## config.mk

```make
export PLATFORM = sky130hd
export DESIGN_NAME = yfs_queue
export DESIGN_NICKNAME = d
export VERILOG_FILES = /design/src/design/yee_field_stencil_update_assert.svh /design/src/design/yfs_pkg.sv /design/src/design/yfs_queue.sv
export SDC_FILE = /design/constraint.sdc
export NUM_CORES = 1
export LEC_CHECK = 0
export ABC_CLOCK_PERIOD_IN_PS = 35600
export BUFFER_PORTS_ARGS = -buffer_cell sky130_fd_sc_hd__buf_4
export CORE_AREA = 5 5 451 453
export CTS_CLUSTER_DIAMETER = 30
export DETAILED_ROUTE_END_ITERATION = 16
export DIE_AREA = 0 0 456 458
export GPL_ROUTABILITY_DRIVEN = 0
export PLACE_DENSITY = 0.73
export SYNTH_ARGS = -nofsm -noshare
export SYNTH_HDL_FRONTEND = slang
export SYNTH_SLANG_ARGS = --single-unit
```

## constraint.sdc

```tcl
create_clock -name clk_i -period 35.6 [get_ports clk_i]
set_input_delay 1.78 -clock clk_i [delete_from_list [all_inputs] [get_ports clk_i]]
set_output_delay 1.78 -clock clk_i [all_outputs]
set_load 0.02 [all_outputs]
```

## src/design/yee_field_stencil_update_assert.svh

```systemverilog
// ----------------------------------------------------------------------------
// Assertion macros for the Yee field stencil update block
// Each macro expands to a concurrent assertion in simulation and to nothing
// in synthesis.
// ----------------------------------------------------------------------------
`ifndef YEE_FIELD_STENCIL_UPDATE_ASSERT_SVH
`define YEE_FIELD_STENCIL_UPDATE_ASSERT_SVH
`ifndef SYNTHESIS
// Consequent must hold in the same cycle as the antecedent.
`define YFS_ASSERT_IMP(name, clk, rst_n, ante, cons) \
  name: assert property (@(posedge clk) disable iff (!rst_n) (ante) |-> (cons)) \
    else $error("yfs assertion failed");
// Consequent must hold in the cycle after the antecedent.
`define YFS_ASSERT_NXT(name, clk, rst_n, ante, cons) \
  name: assert property (@(posedge clk) disable iff (!rst_n) (ante) |=> (cons)) \
    else $error("yfs assertion failed");
`else
`define YFS_ASSERT_IMP(name, clk, rst_n, ante, cons)
`define YFS_ASSERT_NXT(name, clk, rst_n, ante, cons)
`endif
`endif

```

## src/design/yfs_pkg.sv

```systemverilog
// ----------------------------------------------------------------------------
// yfs_pkg
// Shared constants, types and register map of the Yee field stencil update.
// ----------------------------------------------------------------------------
package yfs_pkg;

  localparam int MAX_X  = 64;
  localparam int MAX_Y  = 64;
  localparam int MAX_Z  = 4096;
  localparam int DEPTH  = MAX_X * MAX_Y;
  localparam int AW     = $clog2(DEPTH);
  localparam int XW     = $clog2(MAX_X);
  localparam int YW     = $clog2(MAX_Y);
  localparam int ZW     = $clog2(MAX_Z);
  localparam int SXW    = XW + 1;
  localparam int SYW    = YW + 1;
  localparam int SZW    = ZW + 1;
  localparam int PW     = AW + 1;
  localparam int FW     = 32;
  localparam int CW     = FW + 2;
  localparam int PCW    = CW + 17;
  localparam int PJW    = FW + 17;
  localparam int ACW    = FW + 26;
  localparam int RW     = ACW - 15;
  localparam int SW     = RW + 1;
  localparam int QDEPTH = 4;
  localparam int QAW    = $clog2(QDEPTH);
  localparam int RCW    = $clog2(AW);

  typedef enum logic [2:0] {
    REG_COURANT   = 3'd0,
    REG_TIME_STEP = 3'd1,
    REG_SIZE_X    = 3'd2,
    REG_SIZE_Y    = 3'd3,
    REG_SIZE_Z    = 3'd4
  } reg_idx_e;

  typedef logic signed [FW-1:0] fld_t;

  typedef struct packed {
    logic [15:0]    courant;
    logic [15:0]    time_step;
    logic [SXW-1:0] sx;
    logic [SYW-1:0] sy;
    logic [SZW-1:0] sz;
    logic [PW-1:0]  plane;
  } cfg_t;

  typedef struct packed {
    logic           op;
    logic           interior;
    logic           last;
    fld_t [2:0]     own;
    fld_t [2:0]     oth;
    fld_t [2:0]     cj;
    fld_t [2:0]     nx;
    fld_t [2:0]     ny;
    fld_t [2:0]     nz;
  } item_t;

  typedef struct packed {
    logic full;
    logic empty;
  } q_status_t;

endpackage

```

## src/design/yfs_queue.sv

```systemverilog
// ----------------------------------------------------------------------------
// yfs_queue
// Short first-in first-out queue between the front and the back end.
// ----------------------------------------------------------------------------
module yfs_queue (
  input  logic               clk_i,
  input  logic               rst_ni,
  input  logic               push_i,
  input  yfs_pkg::item_t     item_i,
  input  logic               pop_i,
  output yfs_pkg::item_t     item_o,
  output yfs_pkg::q_status_t stat_o
);
  import yfs_pkg::*;

  item_t          slot_q [QDEPTH];
  logic [QAW-1:0] wr_ptr_q, rd_ptr_q;
  logic [QAW:0]   count_q;

  assign stat_o.full  = (count_q == (QAW+1)'(QDEPTH));
  assign stat_o.empty = (count_q == '0);
  assign item_o       = slot_q[rd_ptr_q];

  always_ff @(posedge clk_i or negedge rst_ni) begin
    if (!rst_ni) begin
      wr_ptr_q <= '0;
      rd_ptr_q <= '0;
      count_q  <= '0;
    end else begin
      if (push_i) begin
        wr_ptr_q <= wr_ptr_q + QAW'(1);
      end
      if (pop_i) begin
        rd_ptr_q <= rd_ptr_q + QAW'(1);
      end
      if (push_i && !pop_i) begin
        count_q <= count_q + (QAW+1)'(1);
      end else if (pop_i && !push_i) begin
        count_q <= count_q - (QAW+1)'(1);
      end
    end
  end

  always_ff @(posedge clk_i) begin
    if (push_i) begin
      slot_q[wr_ptr_q] <= item_i;
    end
  end

endmodule

```

Yosys cells after proc, flatten, opt, wreduce, memory -nomap -nowiden:

Memory sizes are Yosys's and may differ from the RTL's.
Index checks and enable logic that the tools add are counted.

* add/sub/neg operators: 4
* reductions and logical operators: 6
* mux-type cells: 4
* equality and inequality tests: 1

Operators by type and width (number)
* 3-bit two-way mux: 2
* 2-bit by 1-bit adder with 2-bit output, second input constant: 2
* 3-bit by 1-bit adder with 3-bit output, second input constant: 1
* 3-bit == test, second input constant: 1
* 3-bit logical NOT: 1
* 3-bit by 1-bit subtractor with 3-bit output, second input constant: 1
* 1-bit logical AND: 2
* 1-bit logical NOT: 2
* 1-bit two-way mux: 2
* 2-bit nonzero test: 1

* memory bits (writable): 2316
* register bits: 7
* word-level logic and storage cells: 19
* memories: 1
* output and inout port bits: 581
* bits of input ports: 583

Memories
* slot_q: depth 4, bits a word 579, read ports 1, clocked after memory_dff 0, wr ports 1, RTL line yfs_queue.sv:16 `item_t slot_q [QDEPTH];`

Depth between registers and ports, before layout:

Gate-level depths: netlist of the first run.

* depth in word-level cells: 4
* depth in mapped cells: 7
* depth with buffers taken out: 7

Worst setup path before layout of the first run:

OpenSTA, ideal clock, no wires.

* path kind: input port to flip-flop
* start: input push_i
* end: memory slot_q[1][0] (netlist name) (enable)
* data required time: 34582 ps
* path buffers: 0
* library setup time: 1018 ps
* stages: 1
* arrival: 14765 ps
* slack: 19818 ps
* cell sequence: and2_1

* cells in the longest elaborated chain, start to end: 2

Ends and longest elaborated chain
* start: declaration: RTL line yfs_queue.sv:8 `input logic push_i,`
* 1-bit two-way mux: RTL line yfs_queue.sv:45 `if (push_i) begin`
* 1-bit two-way mux (not written as such): RTL line yfs_queue.sv:46 `slot_q[wr_ptr_q] <= item_i;`
* end: declaration: RTL line yfs_queue.sv:16

No other way between the ends.

==> impl_results.md, run 1 <==
- Final routed wire length divided by cell count: 28.84 µm
- Post-synthesis instance area: 83710 µm²
- Area of placed instances: 95510 µm²
- Maximum achievable frequency: 124.2 MHz
- Global-route wire length before repair: 309400 µm
- Final std cell area, no fill: 109200 µm²
- Post-synth top area cell: sky130_fd_sc_hd__edfxtp_1
- Worst slack at placement: 28.26 ns
- Max-cap check violation count: 0
- Die extent in x: 456 µm
- Global-route congestion overflow total: 0
- Startpoint of the most critical register-to-register path: wr_ptr_q[0]$_DFFE_PN0P_
- Count of pins over their slew limit: 0
- Syn avg cell area: 27.36 µm²
- Number of distinct library cell variants in the gate-level netlist after synthesis: 20
- Drt first pass iters: 8
- Overall power of the completed layout: 10.65 mW
- Flop and latch count out of synthesis: 2323
- Worst setup path category: reg2out
- Hold Path Depth: 1
- Synth-to-Final Area Change: 30.48%
- Leading cell type in the layout, fill and taps excluded: sky130_fd_sc_hd__edfxtp_1
- Crit. End Element: output port
- Iter 0 DRT Violations: 4057
- Total die area: 208800 µm²
- Ports placed on the boundary: 1164
- Clock tree root driver cell: sky130_fd_sc_hd__clkbuf_16
- Synthesized net count: 3648
- Port-buffer cells: 1163
- Required time at the endpoint of the critical path: 33.82 ns
- Placement row count: 164
- Share of layout cells above drive strength 1: 49.85%
- Cell family with the largest share of critical-path delay: buffers and inverters
- Antenna violations before repair: 74
- Worst-case clock skew: 0.06602 ns
- Global-route usage over all layers: 20.40%
- Slowest stage cell, crit path: sky130_fd_sc_hd__dfrtp_4
- Die span in y: 458 µm
- Number of design rule violations left after detail routing: 0
- Worst path max stage delay: 0.96 ns
- CTS tree: yes
- Number of global-route vias before repair: 43250
- Cell type with the highest occurrence count on the critical path: sky130_fd_sc_hd__buf_4
- Leading cell types in the layout, fill and taps excluded: sky130_fd_sc_hd__edfxtp_1 (2316), sky130_fd_sc_hd__buf_4 (1209), sky130_fd_sc_hd__mux4_2 (579)
- Worst hold path endpoint: count_q[2]$_DFFE_PN0P_
- Hold buffer count at CTS: 0
- Final WS setup: 27.55 ns
- Count of buffering cells on the critical path with inverters included: 5
- Net count, final: 5150
- Vias: 40610
- Max FO, Critical Path: 102
- H-tree level count: 5
- TNS Setup: 0 ns
- Final hold violations: 0
- Maximum number of pins on one net before global-route repair: 156
- Reported leakage power: 37.58 nW
- Top cell type's share of synthesized area: 83.08%
- Share of synthesized area occupied by flip-flops and latches: 83.29%
- Result of the run: completed
- Number of setup violations in the final report: 0
- CTS-repair resized insts: 0
- Clock insertion delay at the later pin of the skew report: 0.97 ns
- Clock Pin Slew Worst Setup and Hold Paths: 0.04 ns
- Cells taking the most area after synthesis: sky130_fd_sc_hd__edfxtp_1 (83%), sky130_fd_sc_hd__mux4_2 (16%), sky130_fd_sc_hd__buf_2 (0.34%)
- Total number of yosys warnings: 0
- Slew at the pin with the worst max-slew slack: 1.163 ns
- R2r worst-path depth: 8
- Initial standard-cell utilization of the core: 42.10%
- Tmin final: 8.054 ns
- Cell breakdown of the critical path: buf_12 > buf_4 > buf_4 > buf_4 > mux4_2 > buf_4
- Number of buffers created by CTS: 415
- Final Routed Wirelength: 219000 µm
- Postcts setup bufs: 0
- Final Cycle Share: 22.62%
- R2R Path End: slot_q[0][290]$_DFFE_PP_
- Post-synthesis cell count: 3059
- Worst vdd ir: 78.88 µV
- Worst max-slew margin expressed relative to the limit: 22.45%
- DP Wirelength: 136400 µm
- Post-layout util: 54.93%
- R2R Setup Slk: 29.91 ns
- Routed vias/inst: 5.346
- Arrival time worst endpoint: 6.27 ns
- Deepest clock path buffer count: 4
- Core Region: 198800 µm²
- Startpoint of the worst hold path: count_q[2]$_DFFE_PN0P_
- Unrepaired setup endpoints after global routing: no
- Number of sinks driven by the clock tree: 2323
- Hold WC Path Type: reg2reg
- Antenna violation net count after detailed routing: 0
- Total power density per cell area: 97.54 nW/µm²
- Startpoint Class: flop
[power breakdown]
| group | switching [mW] | internal [mW] |
|---|---|---|
| Sequential | 0.136 | 3.59 |
| Clock | 1.31 | 2.49 |
| Combinational | 1.85 | 1.28 |
| Total | 3.29 | 7.36 |
[state kept, by name, summed over array words and instances (netlist names)]
| signal | cells |
|---|---|
| count_q | 3 |
| slot_q | 2316 |
| rd_ptr_q | 2 |
| wr_ptr_q | 2 |
[cells by family after synthesis]
family | synth area share [%]
AO/OA/AOI/OAI | 0.005973
flip-flops | 83.29
AND/OR/NAND/NOR | 0.05829
buffers and inverters | 0.8923
adder cells (fa/ha/maj) | 0.09865
multiplexers | 15.59
XOR/XNOR | 0.06278
[final cells by class]
cell class,instances,area [µm²]
clock buffer,468,10610
antenna,51,127.6
multi-input combinational,602,13250
fill,14210,89610
sequential,2323,69730
inverter,4,15.01
tap,2656,3323
timing repair buffer,1215,9196
clock inverter,277,2980
[per-layer routing]
| metal | share of wire (%) | track usage [%] | routed length (µm) | vias to the layer above |
|---|---|---|---|---|
| li1 | - | - | - | 16640 |
| met1 | 35 | 23.52 | 75850 | 21230 |
| met2 | 50 | 32.91 | 110200 | 2190 |
| met3 | 10 | 8.312 | 22720 | 515 |
| met4 | 4.6 | 10.61 | 10070 | 34 |
| met5 | 0.11 | 0 | 230 | - |
[Yosys cell counts (all sizes together)]
cell type / number
clkbuf: 11
dfrtp: 7
and2: 4
o21ai: 1
nor2: 1
mux4: 579
nor3b: 1
nand2: 2
inv: 4
xnor2: 2
ha: 5
nor3: 1
fa: 1
mux2: 1
buf: 119
xor2: 4
edfxtp: 2316
[through the flow]
| stage | cells | hold slack, ns |
|---|---|---|
| 2_1_floorplan | 3059 | 0.4563 |
| 3_3_place_gp | 6800 | 0.4751 |
| 3_5_place_dp | 6800 | 0.4772 |
| 4_1_cts | 7545 | 0.4945 |
| 5_1_grt | 7591 | 0.5168 |
| 6_report | 7596 | 0.4939 |
[worst register-to-register path: stages (launching register included)]
cell                      delay, ns
sky130_fd_sc_hd__dfrtp_1       0.41
sky130_fd_sc_hd__inv_1         0.11
sky130_fd_sc_hd__ha_1          0.16
sky130_fd_sc_hd__and2_4        0.59
sky130_fd_sc_hd__buf_4         0.79
sky130_fd_sc_hd__buf_4         0.79
sky130_fd_sc_hd__buf_4         0.82
sky130_fd_sc_hd__buf_4         0.81
sky130_fd_sc_hd__buf_4         0.83
[how the worst max path moves through the flow]
stage	from	to	slack, ns	cells past startpoint
2_1_floorplan	push_i	slot_q[1][0]$_DFFE_PP_	19.82	1
3_3_place_gp	rd_ptr_q[0]$_DFFE_PN0P_	item_o[331]	28.23	6
3_5_place_dp	rd_ptr_q[0]$_DFFE_PN0P_	item_o[255]	28.26	6
4_1_cts	rd_ptr_q[0]$_DFFE_PN0P_	item_o[340]	27.22	6
5_1_grt	rd_ptr_q[0]$_DFFE_PN0P_	item_o[340]	26.79	6
6_report	rd_ptr_q[0]$_DFFE_PN0P_	item_o[340]	27.55	6
No activity file was read; power rests on OpenSTA's default activity.
==> inputs of run 2 (changes only) <==
--- a/config.mk
+++ b/config.mk
@@ -5,7 +5,7 @@
 export SDC_FILE = /design/constraint.sdc
 export NUM_CORES = 1
 export LEC_CHECK = 0
-export ABC_CLOCK_PERIOD_IN_PS = 35600
+export ABC_CLOCK_PERIOD_IN_PS = 8400
 export BUFFER_PORTS_ARGS = -buffer_cell sky130_fd_sc_hd__buf_4
 export CORE_AREA = 5 5 451 453
 export CTS_CLUSTER_DIAMETER = 30
==> constraint.sdc (replaced) <==
create_clock -name clk_i -period 8.4 [get_ports clk_i]
set_input_delay 0.42 -clock clk_i [delete_from_list [all_inputs] [get_ports clk_i]]
set_output_delay 0.42 -clock clk_i [all_outputs]
set_load 0.02 [all_outputs]
==> run 2 against run 1 <==
First-iteration DRC count increased by 15%. Die area did not move. Clock power increased to 4.4 times the previous value. Global-route usage is 1.3 points higher. Worst setup slack got worse by 24 ns. Cell count up 7.6%. Flip-flop and latch count did not move. Critical path depth down 2.
==> impl_results.md, run 2 (synthesis results as in run 1) <==
- R2R Path End: slot_q[0][176]$_DFFE_PP_
- R2r worst-path depth: 5
- Global-route usage over all layers: 21.65%
- Max FO, Critical Path: 130
- Clock insertion delay at the later pin of the skew report: 0.95 ns
- Startpoint of the most critical register-to-register path: wr_ptr_q[0]$_DFFE_PN0P_
- CTS tree: yes
- Number of setup violations in the final report: 0
- Number of flip-flops in the largest register: 2316
- Required time at the endpoint of the critical path: 7.98 ns
- Number of buffers created by CTS: 415
- Unrepaired setup endpoints after global routing: no
- Cell breakdown of the critical path: buf_12 > buf_4 > mux4_2 > buf_4
- Routed vias/inst: 5.384
- Postcts setup bufs: 0
- Registers with the highest flip-flop counts: slot_q (2316), count_q (3)
- Total power density per cell area: 400.0 nW/µm²
- Filler Cells Inserted: 13350
- Slew at the pin with the worst max-slew slack: 1.163 ns
- Area of placed instances: 95620 µm²
- Initial standard-cell utilization of the core: 42.10%
- Final-layout worst hold slack: 0.2240 ns
- Net count, final: 5721
- Hold buffer count at CTS: 583
- Worst path max stage delay: 1.00 ns
- Reported leakage power: 40.15 nW
- Critical path endpoint: item_o[270]
- Cell type with the highest occurrence count on the critical path: sky130_fd_sc_hd__buf_4
- Global-route wire length before repair: 331900 µm
- Tmin final: 4.417 ns
- Global-route congestion overflow total: 0
- TNS Setup: 0 ns
- Total placed cells including tap cells: 6788
- DP Wirelength: 132100 µm
- Post-layout util: 58.10%
- Leading cell type in the layout, fill and taps excluded: sky130_fd_sc_hd__edfxtp_1
- Maximum number of pins on one net before global-route repair: 151
- Maximum achievable frequency: 226.4 MHz
- Antenna violations before repair: 54
- Worst setup path category: reg2out
- Cell family with the largest share of critical-path delay: buffers and inverters
- Die extent in x: 456 µm
- Final hold violations: 0
- H-tree level count: 5
- Clock Pin Slew Worst Setup and Hold Paths: 0.05 ns
- Number of non-filler instances in the completed layout: 8172
- Iter 0 DRT Violations: 4671
- Drt first pass iters: 7
- Worst max-slew margin expressed relative to the limit: 22.44%
- Largest reg by FF count: slot_q
- CTS-repair resized insts: 0
- Leading cell types in the layout, fill and taps excluded: sky130_fd_sc_hd__edfxtp_1 (2316), sky130_fd_sc_hd__buf_4 (1181), sky130_fd_sc_hd__dlygate4sd3_1 (583)
- Clock tree root driver cell: sky130_fd_sc_hd__clkbuf_16
- Critical Path Start: rd_ptr_q[1]$_DFFE_PN0P_
- Worst vdd ir: 350.7 µV
- Ports placed on the boundary: 1164
- Synth-to-Final Area Change: 38.02%
- Total die area: 208800 µm²
- R2R Setup Slk: 5.08 ns
- Number of design rule violations left after detail routing: 0
- Die span in y: 458 µm
- Count of pins over their slew limit: 0
- Number of logic stages on the critical path including buffering: 4
- Vias: 44000
- Count of buffering cells on the critical path with inverters included: 3
- Startpoint Class: flop
- Number of global-route vias before repair: 46760
- Number of sinks driven by the clock tree: 2323
- Antenna violation net count after detailed routing: 0
- Final routed wire length divided by cell count: 28.57 µm
- Arrival time worst endpoint: 4.00 ns
- Slowest stage cell, crit path: sky130_fd_sc_hd__dfrtp_4
- Port-buffer cells: 1163
- Final std cell area, no fill: 115500 µm²
- Core Region: 198800 µm²
- Max-cap check violation count: 0
- Placement row count: 164
- Share of layout cells above drive strength 1: 44.89%
- Final Cycle Share: 52.59%
- Result of the run: completed
- Crit. End Element: output port
- Worst-case clock skew: 0.06434 ns
- Hold WC Path Type: in2reg
- Deepest clock path buffer count: 4
- Final Routed Wirelength: 233500 µm
run 2: changes by cell type in the layout (fill, tap and decap cells not counted), sizes merged:
cell	change
bufinv	+7
diode	-6
buf	-12
clkinv	-14
inv	+19
dlygate4sd3	+583
clkbuf	-11
clkinvlp	+10
run 2: report_power, final:
part | total (mW) | switching, mW | internal (mW) | leakage [nW]
Sequential | 15.9 | 0.650 | 15.2 | 21.4
Combinational | 13.7 | 8.06 | 5.69 | 12.1
Clock | 16.6 | 5.78 | 10.8 | 6.69
Total | 46.2 | 14.5 | 31.7 | 40.2
run 2: stage by stage:
stage | worst slack (ns) | power [mW]
detailed placement | 4.784 | 29.34
floorplan | -6.183 | 24.48
CTS | 3.796 | 46.28
global placement | 4.818 | 29.23
global route | 3.591 | 47.73
finish | 3.983 | 46.21
run 2: layout make-up:
type                       instances  area (µm²)  area share [%]
tap                             2656        3323           2.876
inverter                           4       15.01         0.01300
antenna                           45       112.6         0.09747
sequential                      2323       69730           60.36
clock inverter                   299        3396           2.939
clock buffer                     457       10560           9.144
multi-input combinational        602       13250           11.47
timing repair buffer            1786       15140           13.11
run 2: routing by layer:
layer  track usage, %  vias to the layer above  wire length, µm
li1                 -                    17800                -
met1            24.77                    22870            79360
met2            36.22                     2646           119100
met3            7.495                      670            21890
met4            11.14                       14            13080
met5                0                        -               80
run 2: how the worst min path moves through the flow:
stage	startpoint	end	slack, ns	cells after the start
finish	item_i[131]	slot_q[0][131]$_DFFE_PP_	0.22	2
global route	item_i[150]	slot_q[3][150]$_DFFE_PP_	0.16	2
CTS	item_i[291]	slot_q[1][291]$_DFFE_PP_	0.12	2
detailed placement	rst_ni	count_q[1]$_DFFE_PN0P_	0.24	1
global placement	rst_ni	count_q[1]$_DFFE_PN0P_	0.24	1
floorplan	rst_ni	count_q[0]$_DFFE_PN0P_	0.12	0
