$ cat src/design/yee_field_stencil_update_assert.svh
// ----------------------------------------------------------------------------
// Assertion macros for the Yee field stencil update block
// Each macro expands to a concurrent assertion in simulation and to nothing
// in synthesis.
// ----------------------------------------------------------------------------
`ifndef YEE_FIELD_STENCIL_UPDATE_ASSERT_SVH
`define YEE_FIELD_STENCIL_UPDATE_ASSERT_SVH
`ifndef SYNTHESIS
// Consequent must hold in the same cycle as the antecedent.
`define YFS_ASSERT_IMP(name, clk, rst_n, ante, cons) \
  name: assert property (@(posedge clk) disable iff (!rst_n) (ante) |-> (cons)) \
    else $error("yfs assertion failed");
// Consequent must hold in the cycle after the antecedent.
`define YFS_ASSERT_NXT(name, clk, rst_n, ante, cons) \
  name: assert property (@(posedge clk) disable iff (!rst_n) (ante) |=> (cons)) \
    else $error("yfs assertion failed");
`else
`define YFS_ASSERT_IMP(name, clk, rst_n, ante, cons)
`define YFS_ASSERT_NXT(name, clk, rst_n, ante, cons)
`endif
`endif

$ cat src/design/yfs_pkg.sv
// ----------------------------------------------------------------------------
// yfs_pkg
// Shared constants, types and register map of the Yee field stencil update.
// ----------------------------------------------------------------------------
package yfs_pkg;

  localparam int MAX_X  = 64;
  localparam int MAX_Y  = 64;
  localparam int MAX_Z  = 4096;
  localparam int DEPTH  = MAX_X * MAX_Y;
  localparam int AW     = $clog2(DEPTH);
  localparam int XW     = $clog2(MAX_X);
  localparam int YW     = $clog2(MAX_Y);
  localparam int ZW     = $clog2(MAX_Z);
  localparam int SXW    = XW + 1;
  localparam int SYW    = YW + 1;
  localparam int SZW    = ZW + 1;
  localparam int PW     = AW + 1;
  localparam int FW     = 32;
  localparam int CW     = FW + 2;
  localparam int PCW    = CW + 17;
  localparam int PJW    = FW + 17;
  localparam int ACW    = FW + 26;
  localparam int RW     = ACW - 15;
  localparam int SW     = RW + 1;
  localparam int QDEPTH = 4;
  localparam int QAW    = $clog2(QDEPTH);
  localparam int RCW    = $clog2(AW);

  typedef enum logic [2:0] {
    REG_COURANT   = 3'd0,
    REG_TIME_STEP = 3'd1,
    REG_SIZE_X    = 3'd2,
    REG_SIZE_Y    = 3'd3,
    REG_SIZE_Z    = 3'd4
  } reg_idx_e;

  typedef logic signed [FW-1:0] fld_t;

  typedef struct packed {
    logic [15:0]    courant;
    logic [15:0]    time_step;
    logic [SXW-1:0] sx;
    logic [SYW-1:0] sy;
    logic [SZW-1:0] sz;
    logic [PW-1:0]  plane;
  } cfg_t;

  typedef struct packed {
    logic           op;
    logic           interior;
    logic           last;
    fld_t [2:0]     own;
    fld_t [2:0]     oth;
    fld_t [2:0]     cj;
    fld_t [2:0]     nx;
    fld_t [2:0]     ny;
    fld_t [2:0]     nz;
  } item_t;

  typedef struct packed {
    logic full;
    logic empty;
  } q_status_t;

endpackage

$ cat src/design/yfs_cfg.sv
// ----------------------------------------------------------------------------
// yfs_cfg
// Register file on the APB-style port; supplies clamped sizes and plane size.
// ----------------------------------------------------------------------------
module yfs_cfg (
  input  logic          clk_i,
  input  logic          rst_ni,
  input  logic          psel,
  input  logic          penable,
  input  logic          pwrite,
  input  logic [4:0]    paddr,
  input  logic [31:0]   pwdata,
  output logic [31:0]   prdata,
  output logic          pready,
  output yfs_pkg::cfg_t cfg_o
);
  import yfs_pkg::*;

  logic [15:0]    courant_q, time_step_q;
  logic [6:0]     size_x_q, size_y_q;
  logic [12:0]    size_z_q;
  logic           wr_en;
  reg_idx_e       idx;
  logic [SXW-1:0] sx;
  logic [SYW-1:0] sy;
  logic [SZW-1:0] sz;

  assign pready = 1'b1;
  assign wr_en  = psel && penable && pwrite;
  assign idx    = reg_idx_e'(paddr[4:2]);

  always_ff @(posedge clk_i or negedge rst_ni) begin
    if (!rst_ni) begin
      courant_q   <= 16'd16384;
      time_step_q <= 16'd256;
      size_x_q    <= 7'd64;
      size_y_q    <= 7'd64;
      size_z_q    <= 13'd64;
    end else if (wr_en) begin
      unique case (idx)
        REG_COURANT:   courant_q   <= pwdata[15:0];
        REG_TIME_STEP: time_step_q <= pwdata[15:0];
        REG_SIZE_X:    size_x_q    <= pwdata[6:0];
        REG_SIZE_Y:    size_y_q    <= pwdata[6:0];
        REG_SIZE_Z:    size_z_q    <= pwdata[12:0];
        default: ;
      endcase
    end
  end

  always_comb begin
    unique case (idx)
      REG_COURANT:   prdata = {16'd0, courant_q};
      REG_TIME_STEP: prdata = {16'd0, time_step_q};
      REG_SIZE_X:    prdata = {25'd0, size_x_q};
      REG_SIZE_Y:    prdata = {25'd0, size_y_q};
      REG_SIZE_Z:    prdata = {19'd0, size_z_q};
      default:       prdata = 32'd0;
    endcase
  end

  always_comb begin
    sx = (size_x_q < 7'd2) ? SXW'(2) : ((size_x_q > 7'(MAX_X)) ? SXW'(MAX_X) : size_x_q);
    sy = (size_y_q < 7'd2) ? SYW'(2) : ((size_y_q > 7'(MAX_Y)) ? SYW'(MAX_Y) : size_y_q);
    sz = (size_z_q < 13'd2) ? SZW'(2) :
         ((size_z_q > 13'(MAX_Z)) ? SZW'(MAX_Z) : size_z_q);
    cfg_o.courant   = courant_q;
    cfg_o.time_step = time_step_q;
    cfg_o.sx        = sx;
    cfg_o.sy        = sy;
    cfg_o.sz        = sz;
    cfg_o.plane     = PW'(sx) * PW'(sy);
  end

endmodule

$ cat config.mk
export PLATFORM = sky130hd
export DESIGN_NAME = yfs_cfg
export DESIGN_NICKNAME = d
export VERILOG_FILES = /design/src/design/yee_field_stencil_update_assert.svh /design/src/design/yfs_pkg.sv /design/src/design/yfs_cfg.sv
export SDC_FILE = /design/constraint.sdc
export NUM_CORES = 1
export LEC_CHECK = 0
export ABC_AREA = 1
export BUFFER_PORTS_ARGS = -buffer_cell sky130_fd_sc_hd__buf_2
export CAP_MARGIN = 0
export CORE_UTILIZATION = 35
export DETAILED_ROUTE_END_ITERATION = 10
export PLACE_DENSITY = 0.66
export SLEW_MARGIN = 25
export SYNTH_ARGS = -nofsm -noshare
export SYNTH_HDL_FRONTEND = slang
export SYNTH_SLANG_ARGS = --single-unit
$ cat constraint.sdc
create_clock -name clk_i -period 4.8 [get_ports clk_i]
set_input_delay 0.24 -clock clk_i [delete_from_list [all_inputs] [get_ports clk_i]]
set_output_delay 0.24 -clock clk_i [all_outputs]
set_load 0.02 [all_outputs]
Yosys cells after proc, flatten, opt, wreduce, memory -nomap -nowiden --
Index checks and enable logic that the tools add are counted.
Cells by class: $mul 1, magnitude comparators 6, equal/unequal tests 4, multiplexer cells 7, reduce and logical (&&, ||, !) cells 8
Operator list (number):
- $pmux W16 S5 | 1
- $mux W7 | 4
- $mux W13 | 2
- $gt A7 B7 Y1 const B | 2
- $lt A7 B2 Y1 const B | 2
- $gt A13 B13 Y1 const B | 1
- $lt A13 B2 Y1 const B | 1
- $mul A7 B7 Y13 | 1
- $reduce_and A2 Y1 | 5
- $eq A3 B2 Y1 const B | 2
- $eq A3 B1 Y1 const B | 1
- $eq A3 B3 Y1 const B | 1
- $logic_not A3 Y1 | 1
- $logic_and A1 B1 Y1 | 2
Storage, ports and cells: register bits 59, input port bits 42, output and inout bits 105, logic and storage cells 31

Logic depth before layout (Yosys ltp) --
Gate-level depths: netlist of run 1.
depth after elaboration 4, depth in mapped cells 23, gate-level depth less buffers 23

Least setup slack after synthesis of run 1 --
Ideal clock, no wire load.
kind reg-to-output, start reg size_x_q[3], end out cfg_o[8] (netlist bit), arrival 4.340 ns, setup slack 0.220 ns, stages on the path, launching flop included 17, cell sequence dfrtp_1 -> nor2_1 -> nand4_1 -> a21oi_1 -> nand2_1 -> fa_1 -> fa_1 -> inv_1 -> fa_1 -> fa_1 -> ha_1 -> nand2_1 -> inv_1 -> nand2_1 -> nand2_1 -> a21oi_1 -> xnor2_1
RTL lines:
- start, declared | line yfs_cfg.sv:20 | logic [6:0] size_x_q, size_y_q;
- start signal, assigned | line yfs_cfg.sv:43 | REG_SIZE_X: size_x_q <= pwdata[6:0];
- end, declared | line yfs_cfg.sv:15 | output yfs_pkg::cfg_t cfg_o

==> results.md, run 1 <==
- Max rail drop VDD: between 400 and 500 uV
- Number of I/O port buffers: ~110
- Largest driver fanout on the critical path: 4
- # setup viols final: 0
- I/O Pins: 147
- Final Wtd Congestion: around 0.83
- Number of global-route vias before repair: 3,848
- Wirelength per Cell: about 14 um
- Predominant post-synthesis flop cell: dfrtp_1
- Largest net degree at the start of global routing: 60
- Arrival time at the worst endpoint: approximately 4.5 ns
- Sequential area share after synthesis: between 30% and 40%
- Avg Cell Area, Syn: 7.65 um^2
- Final max-slew violation count: 0
- DIE AREA: 13,500 um^2
- Final Net Count: between 800 and 900
- Post-layout minimum cycle time: around 4.7 ns
- Post-Syn Area: roughly 4600 um^2
- Hold violation total from the final report: 0
- Post-route clock period utilization: a little over nine tenths
- Clock Tree Buf Depth: 2
- Fin worst setup slack: between 0.1 and 0.15 ns
- Share of async-settable or async-resettable flops after synthesis: 100%
- Routed Antenna Nets: 0
- Pwr/cell area: between 400 and 500 nW/um^2
- Worst EP required: 4.56 ns
- Initial cell density of the core: a little over a third
- Number of design rule violations left after detail routing: 0
- Run status: finished, final reports clean
- Post-synthesis register bit count: 59
- First-pass DRT Iterations: 6
- Total global-route track usage: 18.0%
- Std cell rows: 41
- Half-perimeter wire length after placement: just over 9000 um
- Total leakage power: roughly 3.2 nW
- Initial antenna violation count: 0
- Average vias per placed instance: approximately 4.7
- Worst Max-Slew Pin Slew: 0.840 ns
- # diodes: 0
- Fraction of final layout cells sized beyond drive strength 1: 27.5%
- Number of violations of the max-capacitance limit: 0
- Number of violations reported at the end of detailed-routing iteration 0: about 190
- Core region area: between 10,000 and 15,000 um^2
- Number of flops mapped to enable cells by yosys: 0
- Hold bufs inserted after CTS: 0
- Clock slew seen by the registers of the worst setup and hold paths: about 0.050 ns
- Count of synthesis-stage warnings from yosys: 0
- Critical Path Source Type: register
- Via count: about 4,200
- Remaining max-slew budget at the tightest pin: between 40 and 50%
- Class of the worst hold path: input port to asynchronous set/reset pin
- Worst Setup Path Type: register to primary output
- Gate count after technology mapping: between 500 and 600
- Worst clock skew on the final layout: 0 ns
- Total Routed Length: between 10,000 and 15,000 um
- Unique cell type count in the Yosys netlist: 30
- Floorplan die height: between 100 and 150 um
- Place WS: between 0.1 and 0.15 ns
- RSZ-0062 raised after global routing: true
- Clk sinks: between 50 and 60
- Clk Tree Root Cell: clkbuf_16
- Die width: between 100 and 150 um
- Core Util, Final: 45.7%
- Overflow after GRT: 0
- H-tree level count: 3
- Clk_lat worst skew: 0.32 ns
- CTS tree: built
- F_max: between 200 and 250 MHz
- CP endpoint kind: primary output
- Inserted Clock Buffers: 9
- Layout Area Growth over Synthesis: 26.8%
- Global-route wire length before repair: 18,800 um
[through the flow]
stage	cell area, um^2	total power, mW	TNS [ns]	cells	hold slack, ns
floorplan	4630	1.39	0	613	-0.0556
global placement	5260	1.70	0	871	0.440
detailed placement	5260	1.71	0	871	0.435
CTS	5630	2.42	0	889	0.0890
global route	5800	2.66	-0.592	893	0.132
finish	5800	2.50	0	893	0.0717
[cells by family after synthesis]
logic type                 count (synthesis)  share of synthesized area [%]
and+or+nand+nor                          245                           21.6
other                                      2                          0.164
adders and majority gates                 53                           18.3
buffers and inverters                    130                           12.6
xor gates and xnor gates                   6                           1.15
muxes                                      9                           2.71
AOI/OAI and AO/OA                         94                           11.0
DFF                                       59                           32.4
[final cells by class]
class / instances / area, um^2
fillers: 1302 / 6880
multi-input cells: 424 / 2720
flip-flops and latches: 59 / 1480
repair buffers: 127 / 706
inverters: 95 / 357
clock buffers: 12 / 267
well taps: 172 / 215
clock inverters: 4 / 47.5
[state kept, by name, summed over array words and instances, names as in the netlist]
| signal | cells |
|---|---|
| size_y_q | 7 |
| courant_q | 16 |
| time_step_q | 16 |
| size_z_q | 13 |
| size_x_q | 7 |
[final timing paths]
path	from	endpoint	slack [ns]	cells past startpoint
worst max-delay path	size_y_q[2]	cfg_o[12]	0.11	22
worst min-delay path	rst_ni	time_step_q[6]	0.07	2
worst max register to register	size_z_q[12]	size_z_q[12]	3.79	2
worst min register to register	size_y_q[1]	size_y_q[1]	0.49	2
max in group asynchronous	rst_ni	time_step_q[11]	4.25	2
min in group clk_i	pwdata[13]	courant_q[13]	0.14	3
[critical path: stages, from the launching register on]
cell     delay, ns
dfrtp_1       0.40
nor2_1        0.10
nand4_1       0.15
o21ai_2       0.19
nand2_1       0.11
inv_2         0.07
nand2_2       0.05
fa_1          0.48
fa_1          0.51
inv_1         0.05
fa_1          0.54
fa_2          0.45
ha_4          0.34
nand2_4       0.07
inv_2         0.07
nand2_2       0.05
nand2_2       0.07
nand2_2       0.06
nand3_2       0.07
inv_1         0.04
nand2_1       0.06
nand2_2       0.06
buf_6         0.13
[what timing repair did]
action	in CTS	in global routing
setup buffers	2	4
endpoints found under the setup margin	6	6
pin swaps	3	20
resized for setup	10	44
endpoints found under the hold margin	0	0
[metal layers]
layer / routed length, um / share of wire [%] / up-vias / GRT usage [%]
li1: - / - / 2088 / -
met1: 5380 / 44 / 1979 / 23.5
met2: 5760 / 47 / 138 / 29.7
met3: 872 / 7.2 / 11 / 4.51
met4: 118 / 0.97 / 0 / 4.70
met5: 0 / 0 / - / 0
[report_power, final]
part	total [mW]	internal (mW)	switching, mW
Clock	0.657	0.441	0.215
Combinational	1.15	0.421	0.726
Sequential	0.692	0.611	0.0812
[cells in the mapped netlist, drive strengths merged (3+ instances only)]
library cell	number	area (um^2)
o22ai	5	31.3
dfstp	5	131
ha	30	375
fa	23	460
nand2	157	599
o221ai	6	52.6
dfrtp	54	1350
clkbuf	6	22.5
inv	95	357
o21ai	64	320
nand3	18	90.1
mux2	9	124
nor2	62	253
buf	29	196
nand4	6	37.5
xnor2	3	26.3
xor2	3	26.3
a21oi	17	85.1
[cells in the final DEF (no fill, tap or decap), types with 13 or more instances in the layout]
cell	netlist	routed
nand2_1	155	144
buf_2	10	105
inv_1	95	88
o21ai_0	63	60
dfrtp_1	54	54
nor2_1	58	53
ha_1	30	25
fa_1	23	22
buf_4	18	18
nand3_1	18	17
conb_1	2	17
a21oi_1	17	13
Note: power is estimated with default switching activity, not from simulation.
==> run 2, diff against run 1 <==
Settings changed: CORE_MARGIN set to 3.
==> run 2 against run 1 <==
Against the previous run:
- maximum frequency is 0.40% lower
- power is 3.2% higher
- clock skew stayed put
- register-to-register slack hardly changed
- global-route usage is 1.2 points lower
- sequential cell count stayed put
- via count is 0.45% higher
==> results.md, run 2 (synthesized netlist as in run 1, its figures left out) <==
- Run status: finished, final reports clean
- Clock Tree Buf Depth: 2 (unchanged)
- Max rail drop VDD: 363 uV (-9.6%)
- Final Wtd Congestion: 0.864 (+4.2%)
- Hold slack final: 0.0510 ns (-0.0207 ns)
- Worst flop-to-flop path startpoint: size_z_q[12]
- Post-layout minimum cycle time: 4.70 ns (+0.0188 ns)
- Wirelength per Cell: 13.8 um (+1.9%)
- Reg2Reg Depth: 2 (unchanged)
- CP endpoint kind: primary output
- Total global-route track usage: 16.8% (-1.2 points)
- Cell Area, Placed: 5230 um^2 (-0.43%)
- Std cell rows: 41 (unchanged)
- Pwr/cell area: 443 nW/um^2 (+2.9%)
- Critical Path Source Type: register
- Number of I/O port buffers: 111 (unchanged)
- Highest-count cells in the layout ignoring fill and taps: nand2_1, buf_2, inv_1, o21ai_0
- I/O Pins: 147 (unchanged)
- Number of global-route vias before repair: 4,043 (+5.1%)
- Non-Filler Cell Area, Final: 5820 um^2 (+0.35%)
- Fraction of final layout cells sized beyond drive strength 1: 27.0% (-0.49 points)
- Clock slew seen by the registers of the worst setup and hold paths: 0.05 ns (about the same)
- Largest driver fanout on the critical path: 4 (unchanged)
- Total leakage power: 3.24 nW (+0.65%)
- Number of violations of the max-capacitance limit: 0 (unchanged)
- Overflow after GRT: 0 (unchanged)
- Clk Tree Root Cell: clkbuf_16
- Number of design rule violations left after detail routing: 0 (unchanged)
- Setup TNS: 0 ns (unchanged)
- Via count: 4,235 (+0.45%)
- Average vias per placed instance: 4.73 (+0.23%)
- Arrival time at the worst endpoint: 4.46 ns (about the same)
- F_max: 213 MHz (-0.40%)
- Largest net degree at the start of global routing: 60 (unchanged)
- Clk_lat worst skew: 0.33 ns (about the same)
- Total Routed Length: 12,400 um (+2.2%)
- Total placed cells including tap cells: 868 (-0.34%)
- Floorplan die height: 120 um (+3.4%)
- H-tree level count: 3 (unchanged)
- # diodes: 0 (unchanged)
- Final max-slew violation count: 0 (unchanged)
- Number of violations reported at the end of detailed-routing iteration 0: 224 (+21%)
- Worst Setup Path Type: register to primary output
- Remaining max-slew budget at the tightest pin: 41.6% (-2.3 points)
- Core region area: 12,700 um^2 (unchanged)
- Hold violation total from the final report: 0 (unchanged)
- Largest registers: courant_q (16), time_step_q (16), size_z_q (13)
- Critical-path cell list: nor2_1 -> nand4_1 -> o21ai_1 -> nand2_1 -> inv_2 -> nand2_1 -> fa_1 -> fa_1 -> inv_1 -> fa_1 -> fa_2 -> ha_4 -> nand2_4 -> inv_2 -> nand2_2 -> nand2_2 -> nand2_2 -> nand3_2 -> inv_1 -> nand2_1 -> nand2_1 -> buf_6
- Global-route wire length before repair: 19,600 um (+4.1%)
- # setup viols final: 0 (unchanged)
- Setup slack, reg-to-reg: 3.79 ns (about the same)
- Clk sinks: 59 (unchanged)
- Max incr delay on CP: 0.61 ns (+0.07 ns)
- First-pass DRT Iterations: 5 (-1)
- Post-route clock period utilization: 98.0% (+0.39 points)
- Slowest stage cell, crit path: fa_2
- DIE AREA: 14,500 um^2 (+7.0%)
- Initial cell density of the core: 36.1% (unchanged)
- Class of the worst hold path: input port to asynchronous set/reset pin
- Half-perimeter wire length after placement: 9330 um (+2.1%)
- Layout Area Growth over Synthesis: 27.2%
- Layout Cells excl Fill: 895 (+0.22%)
- Die width: 120 um (+3.4%)
- Initial antenna violation count: 0 (unchanged)
- Final Net Count: 813 (+0.25%)
- Capturing point of the worst reg2reg path: size_z_q[12]
- RSZ-0062 raised after global routing: true
- Routed Antenna Nets: 0 (unchanged)
- Cell repeated most along the worst path: nand2_1
- CTS tree: built
- Critical Path Source: size_x_q[4]
- Worst clock skew on the final layout: 0 ns (unchanged)
- Most common cell after layout, fill and taps aside: nand2_1
- Inserted Clock Buffers: 9 (unchanged)
- Worst EP required: 4.56 ns (about the same)
- Worst Max-Slew Pin Slew: 0.874 ns (+0.0341 ns)
-- run 2: cell count changes in the layout (fill, tap and decap cells not counted), moves of 2 or more --
cell / before / now
nor2_2: 6 / 4
buf_6: 4 / 1
clkbuf_8: 3 / 1
bufinv_16: 1 / 3
inv_2: 7 / 5
inv_1: 88 / 90
buf_4: 18 / 22
nand2_1: 144 / 146
-- run 2: final cells by class --
cell class | count | area (um^2)
fill | 1265 | 6860
multi-input combinational | 424 | 2710
inverter | 95 | 357
tap | 172 | 215
timing repair buffer | 129 | 707
sequential | 59 | 1480
clock inverter | 5 | 100
clock buffer | 11 | 243
-- run 2: where the power goes --
part	total, mW	internal, mW	leakage, nW	switching (mW)
clock	0.738	0.519	0.169	0.219
combinational	1.15	0.422	2.37	0.725
sequential	0.691	0.611	0.706	0.0802
-- run 2: worst max-delay path by stage --
stage,slack (ns),endpoint,depth (start not counted)
floorplan,0.22,cfg_o[8],16
global placement,0.24,cfg_o[12],22
detailed placement,0.19,cfg_o[7],17
CTS,0.02,cfg_o[8],20
global route,-0.13,cfg_o[12],22
finish,0.1,cfg_o[12],22
-- run 2: what timing repair did --
item                                    in CTS  in global routing
hold buffers                                 0                  0
resized for setup                            9                 36
endpoints found under the hold margin        0                  0
endpoints found under the setup margin       6                  7
buffers inserted                             3                  8
pin swaps                                    5                 18
gates cloned                                 0                  0
-- run 2: per-layer routing --
metal / vias to the layer above / wire length, um / global-route usage, %
li1: 2092 / - / -
met1: 1975 / 5400 / 21.3
met2: 147 / 5720 / 27.4
met3: 21 / 1060 / 4.96
met4: 0 / 216 / 5.88
met5: - / 0 / 0
-- run 2: stage by stage --
stage / setup slack, ns / power, mW / util, %
2_1_floorplan: 0.220 / 1.39 / -
5_1_grt: -0.126 / 2.74 / 45.9
4_1_cts: 0.0189 / 2.50 / 44.5
3_3_place_gp: 0.237 / 1.70 / 41.3
3_5_place_dp: 0.195 / 1.71 / 41.3
6_report: 0.0958 / 2.58 / 45.9
-- run 2: worst max-delay path: cells and delay by family (launching register included) --
family / cells / cell delay [ns]
buffers and inverters: 5 / 0.37
AOI/OAI and AO/OA: 1 / 0.17
adders and majority gates: 5 / 2.29
DFF: 1 / 0.40
and+or+nand+nor: 11 / 0.90
